--- src/hw/rtl/hptp_pkg.sv ---
`default_nettype none
package hptp_pkg;

   // one parsed character's worth of output: a run of value bytes then an optional tail byte
   typedef struct packed {
      logic [63:0] value;
      logic [3:0]  count;
      logic        swap;
      logic        tail_valid;
      logic [7:0]  tail_byte;
      logic        tail_known;
      logic        tail_unsup;
      logic        clear;
   } entry_type;

endpackage
`default_nettype wire

--- src/hw/rtl/hptp_front.sv ---
`default_nettype none
module hptp_front (
   input  wire                   clock,
   input  wire                   reset,
   input  wire                   csr_we,
   input  wire                   csr_wdata,
   input  wire                   req_tvalid,
   output logic                  req_tready,
   input  wire  [7:0]            req_tdata,   // character
   input  wire                   req_tlast,   // end_of_text
   input  wire                   q_full,
   output logic                  q_push,
   output hptp_pkg::entry_type   q_entry
);
   import hptp_pkg::*;

   typedef enum logic [2:0] {
      MODE_HEX, MODE_DSTR, MODE_SSTR, MODE_NHASH, MODE_NBODY, MODE_FLOAT, MODE_FILE
   } mode_type;

   localparam logic [7:0] CH_QUEST = 8'h3F;
   localparam logic [7:0] CH_DOLLAR = 8'h24;
   localparam logic [7:0] CH_HASH = 8'h23;
   localparam logic [7:0] CH_PCT = 8'h25;
   localparam logic [7:0] CH_LT = 8'h3C;
   localparam logic [7:0] CH_GT = 8'h3E;
   localparam logic [7:0] CH_DQ = 8'h22;
   localparam logic [7:0] CH_SQ = 8'h27;
   localparam logic [7:0] CH_BSL = 8'h5C;
   localparam logic [7:0] CH_MINUS = 8'h2D;
   localparam logic [7:0] CH_DOT = 8'h2E;

   mode_type    mode_ff, mode_in;
   logic        esc_ff, esc_in;
   logic        nibp_ff, nibp_in;
   logic [3:0]  hn_ff, hn_in;
   logic        swap_ff, swap_in;
   logic [2:0]  hc_ff, hc_in;
   logic [63:0] val_ff, val_in;
   logic        neg_ff, neg_in;
   logic        sat_ff, sat_in;
   logic        mask_ff;

   function automatic logic [7:0] unesc(input logic [7:0] c);
      logic [7:0] r;
      r = c;
      if (c == 8'h6E) r = 8'h0A;
      else if (c == 8'h72) r = 8'h0D;
      else if (c == 8'h74) r = 8'h09;
      return r;
   endfunction

   logic [7:0]  ch;
   logic        fire, digit, flush, do_hex, acc;
   logic [4:0]  nib;
   logic [67:0] prod;
   entry_type   e;

   assign req_tready = !q_full;
   assign fire = req_tvalid && req_tready;
   assign ch = req_tdata;
   assign digit = (ch >= 8'h30) && (ch <= 8'h39);
   assign prod = ({4'b0, val_ff} << 3) + ({4'b0, val_ff} << 1) + {64'b0, ch[3:0]};

   always_comb begin
      mode_in = mode_ff; esc_in = esc_ff; nibp_in = nibp_ff; hn_in = hn_ff;
      swap_in = swap_ff; hc_in = hc_ff; val_in = val_ff; neg_in = neg_ff; sat_in = sat_ff;
      e = '0;
      e.swap = swap_ff;
      flush = 1'b0; do_hex = 1'b0; acc = 1'b0;
      nib = 5'd16;
      if (req_tlast) begin
         flush = (mode_ff == MODE_NHASH) || (mode_ff == MODE_NBODY);
      end else begin
         case (mode_ff)
            MODE_DSTR: begin
               if (esc_ff) begin
                  esc_in = 1'b0; e.count = 4'd1; e.value = {56'b0, unesc(ch)};
               end else if (ch == CH_DQ) mode_in = MODE_HEX;
               else if (ch == CH_BSL) esc_in = 1'b1;
               else begin
                  e.count = 4'd1; e.value = {56'b0, ch};
               end
            end
            MODE_SSTR: begin
               if (esc_ff) begin
                  esc_in = 1'b0; e.count = 4'd2; e.value = {56'b0, unesc(ch)};
               end else if (ch == CH_SQ) mode_in = MODE_HEX;
               else if (ch == CH_BSL) esc_in = 1'b1;
               else begin
                  e.count = 4'd2; e.value = {56'b0, ch};
               end
            end
            MODE_NHASH: begin
               if (ch == CH_HASH && hc_ff < 3'd4) hc_in = hc_ff + 3'd1;
               else if (ch == CH_MINUS) begin
                  neg_in = 1'b1; mode_in = MODE_NBODY;
               end else if (digit) begin
                  acc = 1'b1; mode_in = MODE_NBODY;
               end else begin
                  flush = 1'b1; do_hex = 1'b1;
               end
            end
            MODE_NBODY: begin
               if (digit) acc = 1'b1;
               else begin
                  flush = 1'b1; do_hex = 1'b1;
               end
            end
            MODE_FLOAT: begin
               if (hc_ff == 3'd0 && ch == CH_PCT) hc_in = 3'd1;
               else if (hc_ff <= 3'd1 && ch == CH_MINUS) hc_in = 3'd2;
               else if (digit || ch == CH_DOT) hc_in = 3'd2;
               else begin
                  mode_in = MODE_HEX; hc_in = 3'd0; do_hex = 1'b1;
               end
            end
            MODE_FILE: begin
               if (ch == CH_GT) mode_in = MODE_HEX;
            end
            default: begin
               mode_in = MODE_HEX; do_hex = 1'b1;
            end
         endcase
      end
      if (acc && !sat_ff) begin
         if (prod[67:64] != 4'b0) sat_in = 1'b1;
         else val_in = prod[63:0];
      end
      if (flush) begin
         if (sat_ff) e.value = '1;
         else if (neg_ff) e.value = 64'd0 - val_ff;
         else e.value = val_ff;
         e.count = 4'd1 << (2'(hc_ff - 3'd1));
         mode_in = MODE_HEX; hc_in = 3'd0; val_in = '0; neg_in = 1'b0; sat_in = 1'b0;
      end
      if (do_hex) begin
         if (ch >= 8'h30 && ch <= 8'h39) nib = {1'b0, ch[3:0]};
         else if ((ch >= 8'h41 && ch <= 8'h46) || (ch >= 8'h61 && ch <= 8'h66))
            nib = {1'b0, ch[3:0] + 4'd9};
         if (ch == CH_QUEST && mask_ff) begin
            e.tail_valid = 1'b1;
         end else if (ch == CH_DOLLAR) swap_in = !swap_ff;
         else if (ch == CH_HASH) begin
            mode_in = MODE_NHASH; hc_in = 3'd1; val_in = '0; neg_in = 1'b0; sat_in = 1'b0;
         end else if (ch == CH_PCT) begin
            mode_in = MODE_FLOAT; hc_in = 3'd0; e.tail_valid = 1'b1; e.tail_unsup = 1'b1;
         end else if (ch == CH_LT) begin
            mode_in = MODE_FILE; e.tail_valid = 1'b1; e.tail_unsup = 1'b1;
         end else if (ch == CH_DQ) begin
            mode_in = MODE_DSTR; esc_in = 1'b0;
         end else if (ch == CH_SQ) begin
            mode_in = MODE_SSTR; esc_in = 1'b0;
         end else if (!nib[4]) begin
            if (!nibp_ff) begin
               hn_in = nib[3:0]; nibp_in = 1'b1;
            end else begin
               e.tail_valid = 1'b1; e.tail_known = 1'b1; e.tail_byte = {hn_ff, nib[3:0]};
               nibp_in = 1'b0; hn_in = 4'd0;
            end
         end
      end
      if (req_tlast) begin
         e.clear = 1'b1;
         mode_in = MODE_HEX; esc_in = 1'b0; nibp_in = 1'b0; hn_in = 4'd0; swap_in = 1'b0;
         hc_in = 3'd0; val_in = '0; neg_in = 1'b0; sat_in = 1'b0;
      end
   end

   assign q_entry = e;
   assign q_push = fire && (e.count != 4'd0 || e.tail_valid || e.clear);

   always_ff @(posedge clock) begin
      if (reset) begin
         mode_ff <= MODE_HEX; esc_ff <= 1'b0; nibp_ff <= 1'b0; hn_ff <= 4'd0;
         swap_ff <= 1'b0; hc_ff <= 3'd0; val_ff <= '0; neg_ff <= 1'b0; sat_ff <= 1'b0;
         mask_ff <= 1'b1;
      end else begin
         if (csr_we) mask_ff <= csr_wdata;
         if (fire) begin
            mode_ff <= mode_in; esc_ff <= esc_in; nibp_ff <= nibp_in; hn_ff <= hn_in;
            swap_ff <= swap_in; hc_ff <= hc_in; val_ff <= val_in; neg_ff <= neg_in;
            sat_ff <= sat_in;
         end
      end
   end
endmodule
`default_nettype wire

--- src/hw/rtl/hptp_queue.sv ---
`default_nettype none
module hptp_queue #(
   parameter int DEPTH = 4
) (
   input  wire                   clock,
   input  wire                   reset,
   input  wire                   push,
   input  hptp_pkg::entry_type   push_entry,
   output logic                  full,
   input  wire                   pop,
   output logic                  empty,
   output hptp_pkg::entry_type   head
);
   import hptp_pkg::*;

   localparam int PW = (DEPTH > 1) ? $clog2(DEPTH) : 1;
   localparam int CW = $clog2(DEPTH + 1);

   entry_type        mem_ff [DEPTH];
   logic [PW-1:0]    wr_ff, rd_ff;
   logic [CW-1:0]    cnt_ff;
   logic             do_push, do_pop;

   assign full = cnt_ff == CW'(DEPTH);
   assign empty = cnt_ff == '0;
   assign head = mem_ff[rd_ff];
   assign do_push = push && !full;
   assign do_pop = pop && !empty;

   always_ff @(posedge clock) begin
      if (do_push) mem_ff[wr_ff] <= push_entry;
   end

   always_ff @(posedge clock) begin
      if (reset) begin
         wr_ff <= '0; rd_ff <= '0; cnt_ff <= '0;
      end else begin
         if (do_push) wr_ff <= (wr_ff == PW'(DEPTH - 1)) ? '0 : wr_ff + 1'b1;
         if (do_pop) rd_ff <= (rd_ff == PW'(DEPTH - 1)) ? '0 : rd_ff + 1'b1;
         if (do_push && !do_pop) cnt_ff <= cnt_ff + 1'b1;
         else if (do_pop && !do_push) cnt_ff <= cnt_ff - 1'b1;
      end
   end
endmodule
`default_nettype wire

--- src/hw/rtl/hptp_back.sv ---
`default_nettype none
module hptp_back (
   input  wire                   clock,
   input  wire                   reset,
   input  wire                   q_empty,
   input  hptp_pkg::entry_type   q_head,
   output logic                  q_pop,
   output logic                  rsp_tvalid,
   input  wire                   rsp_tready,
   output logic [39:0]           rsp_tdata,   // data_byte, byte_offset
   output logic [1:0]            rsp_tuser,   // known, unsupported
   output logic                  rsp_tlast    // last_of_run
);
   import hptp_pkg::*;

   logic        ov_ff;
   logic [7:0]  ob_ff;
   logic [31:0] oo_ff;
   logic        ok_ff, ou_ff, ol_ff;
   logic [3:0]  idx_ff;
   logic [31:0] off_ff;

   logic        can, emit, is_num, last;
   logic [4:0]  total;
   logic [2:0]  sh;
   logic [7:0]  byte_sel;
   logic        unsup_sel;

   assign can = !ov_ff || rsp_tready;
   assign total = {1'b0, q_head.count} + {4'b0, q_head.tail_valid};
   assign is_num = idx_ff < q_head.count;
   assign sh = q_head.swap ? 3'(q_head.count - 4'd1 - idx_ff) : idx_ff[2:0];
   assign byte_sel = is_num ? q_head.value[{sh, 3'b0} +: 8] :
                     (q_head.tail_known ? q_head.tail_byte : 8'd0);
   assign unsup_sel = !is_num && q_head.tail_unsup;
   assign emit = can && !q_empty && total != 5'd0;
   assign last = {1'b0, idx_ff} == total - 5'd1;
   assign q_pop = can && !q_empty && (total == 5'd0 || last);

   always_ff @(posedge clock) begin
      if (reset) begin
         ov_ff <= 1'b0; idx_ff <= 4'd0; off_ff <= '0;
      end else begin
         if (can) ov_ff <= emit;
         if (emit) begin
            if (!unsup_sel && off_ff != 32'hFFFF_FFFF) off_ff <= off_ff + 32'd1;
            idx_ff <= last ? 4'd0 : idx_ff + 4'd1;
         end
         if (q_pop && q_head.clear) off_ff <= '0;
      end
   end

   always_ff @(posedge clock) begin
      if (emit) begin
         ob_ff <= byte_sel; oo_ff <= off_ff; ok_ff <= is_num || q_head.tail_known;
         ou_ff <= unsup_sel; ol_ff <= last;
      end
   end

   assign rsp_tvalid = ov_ff;
   assign rsp_tdata = {oo_ff, ob_ff};
   assign rsp_tuser = {ou_ff, ok_ff};
   assign rsp_tlast = ol_ff;
endmodule
`default_nettype wire

--- src/hw/rtl/hex_pattern_text_parser_core.sv ---
// byte-pattern text parser
// req channel: one text character per word in req_tdata[7:0]; req_tlast marks end of
// text (the character is then ignored, a pending number is flushed, parser state clears).
// rsp channel: pattern bytes, rsp_tdata = {byte_offset, data_byte}, rsp_tuser =
// {unsupported, known}, rsp_tlast on the final byte caused by one request word.
// csr_we/csr_wdata write mask_enabled (reset 1); the user must write it only while the
// block is idle; the block does not enforce this. the front parser takes one character
// per cycle while the queue is not full and pushes its bytes as one queue entry; the
// back end emits one byte per cycle from the queue head while rsp_tready allows, so a
// character holds the output for all its bytes (up to 9 for a flushed 8-byte number).
// sustained rate: one character per cycle while each yields at most one byte and
// rsp_tready is high. when rsp_tready is low the output register holds, the queue
// fills and req_tready drops once QUEUE_DEPTH entries wait.
// reset empties the queue and output register and returns the parser to hex mode.
`default_nettype none
module hex_pattern_text_parser_core #(
   parameter int QUEUE_DEPTH = 4
) (
   input  wire          clock,
   input  wire          reset,
   input  wire          csr_we,
   input  wire          csr_wdata,
   input  wire          req_tvalid,
   output logic         req_tready,
   input  wire  [7:0]   req_tdata,   // character
   input  wire          req_tlast,   // end_of_text
   output logic         rsp_tvalid,
   input  wire          rsp_tready,
   output logic [39:0]  rsp_tdata,   // data_byte, byte_offset
   output logic [1:0]   rsp_tuser,   // known, unsupported
   output logic         rsp_tlast    // last_of_run
);
   import hptp_pkg::*;

   entry_type push_entry, head;
   logic      push, full, pop, empty;

   hptp_front u_front (
      .clock(clock), .reset(reset), .csr_we(csr_we), .csr_wdata(csr_wdata),
      .req_tvalid(req_tvalid), .req_tready(req_tready), .req_tdata(req_tdata),
      .req_tlast(req_tlast), .q_full(full), .q_push(push), .q_entry(push_entry)
   );

   hptp_queue #(.DEPTH(QUEUE_DEPTH)) u_queue (
      .clock(clock), .reset(reset), .push(push), .push_entry(push_entry), .full(full),
      .pop(pop), .empty(empty), .head(head)
   );

   hptp_back u_back (
      .clock(clock), .reset(reset), .q_empty(empty), .q_head(head), .q_pop(pop),
      .rsp_tvalid(rsp_tvalid), .rsp_tready(rsp_tready), .rsp_tdata(rsp_tdata),
      .rsp_tuser(rsp_tuser), .rsp_tlast(rsp_tlast)
   );
endmodule
`default_nettype wire
--- config.mk ---
export PLATFORM = sky130hd
export DESIGN_NAME = hex_pattern_text_parser_core
export DESIGN_NICKNAME = d
export VERILOG_FILES = /design/src/hw/rtl/hptp_pkg.sv /design/src/hw/rtl/hptp_front.sv /design/src/hw/rtl/hptp_queue.sv /design/src/hw/rtl/hptp_back.sv /design/src/hw/rtl/hex_pattern_text_parser_core.sv
export SDC_FILE = /design/constraint.sdc
export NUM_CORES = 1
export LEC_CHECK = 0
export ABC_AREA = 1
export BUFFER_PORTS_ARGS = -buffer_cell sky130_fd_sc_hd__buf_2
export CORE_MARGIN = 1
export CORE_UTILIZATION = 40
export DETAILED_ROUTE_END_ITERATION = 8
export GPL_ROUTABILITY_DRIVEN = 0
export SYNTH_ARGS = -nofsm -noshare
export SYNTH_HDL_FRONTEND = slang
export SYNTH_SLANG_ARGS = --single-unit
--- constraint.sdc ---
create_clock -name clock -period 19.5 [get_ports clock]
set_input_delay 2.925 -clock clock [delete_from_list [all_inputs] [get_ports clock]]
set_output_delay 2.925 -clock clock [all_outputs]
set_load 0.02 [all_outputs]
## Word level (Yosys, flattened, before mapping)

Memories as Yosys holds them, arrays and structs flattened. A register that Yosys moved wholly into a read port is not among the register bits.
Index checks and enable logic that the tools add are counted.

| cells by class | value |
|---|---|
| shifts and indexed selects | 2 |
| reduce and logical (&&, ||, !) cells | 51 |
| order comparisons | 9 |
| equality and inequality tests | 33 |
| add/sub/neg operators | 16 |
| mux-type cells | 160 |

Operators by type and width:

| operator | number |
|---|---|
| $mux 64 | 10 |
| $mux 68 | 6 |
| $pmux 68 s2 | 1 |
| $mux 3 | 34 |
| $eq 8x6->1 const B | 10 |
| $add 67x65->68 | 1 |
| $add 68x4->68 | 1 |
| $mux 1 | 66 |
| $shiftx 64x7->8 | 1 |
| $sub 1x64->64 const A | 1 |
| $mux 10 | 5 |
| $mux 4 | 12 |
| $mux 8 | 5 |
| $mux 11 | 3 |
| $add 32x1->32 const B | 1 |
| $eq 8x7->1 const B | 4 |
| $ne 32x32->1 const B | 1 |
| $mux 12 | 2 |
| $logic_and 1x1->1 | 20 |
| $mux 9 | 2 |
| $pmux 3 s6 | 1 |
| $ge 8x7->1 const B | 2 |
| $le 8x7->1 const B | 2 |
| $ne 2x2->1 const B | 8 |
| 37 further kinds | 72 |

| storage, ports and cells | value |
|---|---|
| memory bits (writable) | 324 |
| bits of input ports | 15 |
| memories kept | 1 |
| output and inout port bits | 45 |
| word-level logic and storage cells | 293 |
| bits in registers | 167 |

Memories:

| memory | words | width | rd ports | clocked after Yosys merged registers in | write ports | line | source |
|---|---|---|---|---|---|---|---|
| u_queue.mem_ff | 4 | 81 | 1 | 1 | 1 | hptp_queue.sv:19 | `entry_type mem_ff [DEPTH];` |

## Longest topological paths before layout

| depth | value |
|---|---|
| word-level depth | 27 |
| depth in mapped cells | 27 |
| mapped depth without buffers | 25 |

## Modules after synthesis

A second synthesis with hierarchy kept.

| second synthesis, totals | value |
|---|---|
| cells, all modules | 4013 |
| area, all modules | 31173.6 um^2 |

Modules (own cells, without submodules):

| module | area each (um^2) | cells an instance | times used | seq. area each (um^2) |
|---|---|---|---|---|
| hptp_front | 13814.5 | 2532 | 1 | 1601.5 |
| hptp_queue | 12585.8 | 854 | 1 | 9909.5 |
| hptp_back | 4773.3 | 627 | 1 | 2031.9 |

## Worst setup path after synthesis

OpenSTA, ideal clock, no wires.

| path | value |
|---|---|
| path type | input-to-reg |
| start point | input req_tdata[0] |
| end point | memory u_queue.mem_ff[0][0] (netlist name), enable pin |
| data arrival time | 7.896 ns |
| data required time | 18.979 ns |
| setup slack | 11.083 ns |
| stages | 15 |
| setup time | 0.521 ns |
| buffers on the path | 0 |
| cells stage by stage | inv_1 ha_1 nand2_1 nand3_1 nand2_2 nand3_1 nor2_1 nor2_1 nand2_2 nand2_1 nor2_1 nor2_1 nand3_1 nand2_1 nor2_1 |

RTL lines:

| item | line | source |
|---|---|---|
| start, declared | hex_pattern_text_parser_core.sv:25 | `input wire [7:0] req_tdata,` |
| end, declared | hptp_queue.sv:19 |  |

==> reports/qor.tcl <==
set qor(postSynthNetCount) 4203
set qor(mostFrequentLayoutCell) {nand2_1}
set qor(cellPowerDensity_nw_per_um2) 98.3
set qor(ratio_of_cells_with_drive_above_1_in_the_final_layout) 0.0662
set qor(period_needed_ps) 6590
set qor(drv_slew) 0
set qor(final_tns_setup_ps) 0
set qor(timing.slew.headroom) 0.136
set qor(cp.required_ps) 19720
set qor(mostFrequentLayoutCells) {1005 x nand2_1, 597 x nor2_1, 472 x inv_1, 367 x edfxtp_1, 245 x o21ai_0}
set qor(die_w_um) 280
set qor(grt_first_pass_wirelength_um) 148000
set qor(area_growth_syn_to_layout_pct) 9.83
set qor(std_cell_rows) 101
set qor(outcome) {completed}
set qor(grt-ovfl-total) 0
set qor(timing_hold_violations_final) 0
set qor(crit_path_max_fanout) 44
set qor(crit_path_end_kind) {register}
set qor(grt_max_degree) 90
set qor(clock_tree_root_buffer_cell) {clkbuf_16}
set qor(wl_um) 95100
set qor(port_buffers) 59
set qor(share_of_flip_flops_with_an_asynchronous_set_or_reset) 0
set qor(slowest_delay_ps) 650
set qor(timing.final.ws_setup_ps) 12910
set qor(synth_sequential_area_ratio) 0.438
set qor(dpl_worst_slack_ps) 12360
set qor(critical_path_arrival_ps) 6810
set qor(cts_buffer_depth) 3
set qor(stdcell_count) 5107
set qor(die_y_um) 280
set qor(finish.net_count) 4211
set qor(worstSkewPairLatency_ps) 610
set qor(cts_repair_resize_count) 0
set qor(worst-setup-path-type) {input port to register}
set qor(placedCellCount) 5007
set qor(htreeDepth) 2
set qor(cts_made_buffers) 54
set qor(crit_path_top_delay_cell) {buf_4}
set qor(detail_route.drc_violations) 0
set qor(fmaxAchievable_mhz) 152
set qor(critical_path_buf_inv_count) 4
set qor(synth_edf_count) 367
set qor(grt_usage) 0.242
set qor(clkSinkCount) 493
set qor(yosys_warnings) 0
set qor(drtAntennaViolNets) 0
set qor(mappedNetlistArea_um2) 30900
set qor(tritoncts) {done}
set qor(first_global_vias) 25600
set qor(area_taken_by_flip_flops_and_latches_um2) 13500
set qor(detail_route.iter0.violations) 2433
set qor(antenna_violations_before_repair) 1
set qor(cts_post_setup_buffers_inserted) 0
set qor(postSynth.topFlopCell) {edfxtp_1}
set qor(clock_edge_transition_at_the_registers_on_the_reported_setup_and_hold_paths_ps) 60
set qor(layout.filler_cells) 7730
set qor(yosysUniqueCellTypes) 59
set qor(synth_cells) 4025
set qor(via_count) 27000
set qor(crit_path_cell_trace) {buf_2 > inv_1 > nand2_1 > nor2_1 > nand4_1 > nand3_1 > nand2_2 > nand2_2 > nand2_1 > o22ai_1 > nor2_1 > nand3_1 > nand2_1 > nor2_4 > buf_4 > buf_4}
set qor(design.core.area_um2) 76200
set qor(drv.max_cap_violation_count) 0
set qor(place.detailed.hpwl_um) 70600
set qor(antenna_cells_inserted) 0
set qor(io_pins) 60
set qor(grt_setup_unrepaired) {no}
set qor(place_area_um2) 32100
set qor(ys_ff_latch) 493
set qor(irDropWorstVdd_mv) 0.106
set qor(layout_worst_path_cycle_share) 0.338
set qor(top_delay_family_on_crit_path) {simple AND/OR/NAND/NOR gates}
set qor(cp_common_cell) {nand2_1}
set qor(finalInstanceArea_um2) 33900
set qor(floorplan.die_area_um2) 78300
set qor(p_leak_uw) 0.0145
set qor(cp-start-kind) {input port}
set qor(drt-vias-per-instance) 5.29
set qor(detailedRoute.firstPassIterationCount) 6
set qor(post-layout-total-power_uw) 3330
set qor(post_synth.cell_area_avg_um2) 7.67
set qor(initial_core_util) 0.405
set qor(timing.final.setup_violations) 0
set qor(worst_hold_path_type) {register to register}
set qor(multi_input_comb_area_um2) 14900
set qor(tightest_slew_ps) 1280
set qor(final.setup_skew_ps) 30.1
set qor(route.detailed.wl_per_inst_um) 18.6
set qor(postCtsHoldBufs) 0
[stage by stage]
stage,hold WS (ps),util
6_report,465,0.445
5_1_grt,483,0.445
4_1_cts,466,0.445
3_5_place_dp,449,0.421
3_3_place_gp,458,0.421
2_1_floorplan,408,-
[where the power goes]
group	internal [uW]	leakage [uW]	total [uW]	switching (uW)
combinational	252	0.00921	967	715
clock	638	0.000903	1060	426
sequential	1260	0.00440	1300	38.5
[cells in the mapped netlist, types with 11 or more instances]
library cell  instances  area share
nor3_1               65       0.011
nor2_2               11      0.0022
ha_1                159       0.064
o21ai_0             245       0.040
inv_2                21      0.0026
xor2_1               36       0.010
a31oi_1              40      0.0081
nand4_1              43      0.0087
xnor2_1              41       0.012
nand3b_1             16      0.0039
edfxtp_1            367        0.36
nor2_1              601       0.073
o211ai_1             33      0.0080
nand3_1             241       0.039
inv_1               474       0.058
nand2_2              23      0.0047
o21bai_1             17      0.0041
nand2_1            1007        0.12
buf_6                15      0.0055
buf_2                23      0.0037
clkbuf_1             87       0.011
o221ai_1             31      0.0088
nor4_1               21      0.0043
or2_2                12      0.0024
dfxtp_1             126       0.082
o22ai_1              50       0.010
a21oi_1             148       0.024
[state kept, by name (all words and copies together), names as in the netlist, named ones only]
name / count
u_front.esc_ff: 1
u_back.idx_ff: 4
u_back.rsp_tlast: 1
u_front.hc_ff: 3
u_front.hn_ff: 4
u_back.ok_ff: 1
u_back.ou_ff: 1
u_queue.cnt_ff: 3
u_back.ob_ff: 8
u_back.oo_ff: 32
u_front.neg_ff: 1
u_queue.rd_ff: 2
u_queue.wr_ff: 2
u_front.mask_ff: 1
u_queue.mem_ff: 324
u_back.off_ff: 32
u_back.rsp_tvalid: 1
u_front.mode_ff: 3
u_front.val_ff: 64
u_front.sat_ff: 1
u_front.nibp_ff: 1
u_front.swap_ff: 1
[cells by family (layout without fill, tap and decap cells)]
group / after synthesis / count (layout) / synth area share
buffers and inverters: 634 / 686 / 0.0820
adder cells (fa/ha/maj): 163 / 163 / 0.0670
XOR/XNOR: 78 / 78 / 0.0224
flip-flops: 493 / 493 / 0.438
AO/OA/AOI/OAI: 594 / 594 / 0.111
AND/OR/NAND/NOR: 2063 / 2063 / 0.279
[path summary, 6_finish.rpt]
kind / cells past startpoint / slack [ps] / start / end
worst min register to register: 2 / 470 / u_front.hn_ff[2]$_SDFFE_PP0P_ / u_front.hn_ff[2]$_SDFFE_PP0P_
worst max-delay path: 16 / 12910 / req_tdata[7] / u_queue.mem_ff[2][68]$_DFFE_PP_
worst max register to register: 13 / 14550 / register / u_back.ob_ff[6]$_DFFE_PP_
worst min-delay path: 2 / 470 / u_front.hn_ff[2]$_SDFFE_PP0P_ / u_front.hn_ff[2]$_SDFFE_PP0P_
[per-layer routing]
metal / global-route usage / wire length, um / up-vias
li1: - / - / 13400
met1: 0.330 / 42800 / 12600
met4: 0.0985 / 4020 / 2
met2: 0.390 / 43300 / 857
met5: 0 / 15 / -
met3: 0.0262 / 4990 / 181
[layout make-up]
cell class | instances | share of cell area
Tap cell | 1030 | 0.0380
Timing Repair Buffer | 86 | 0.0147
Sequential cell | 493 | 0.399
Multi-Input combinational cell | 2898 | 0.438
Clock inverter | 38 | 0.0135
Clock buffer | 62 | 0.0413
Inverter | 500 | 0.0554
[tightest hold or removal path, delay by kind of cell (launching register included)]
family             cells  cell delay, ps
and+or+nand+nor        1              60
DFF                    1             310
AOI/OAI and AO/OA      1              50
No activity file was read; power rests on OpenSTA's default activity.
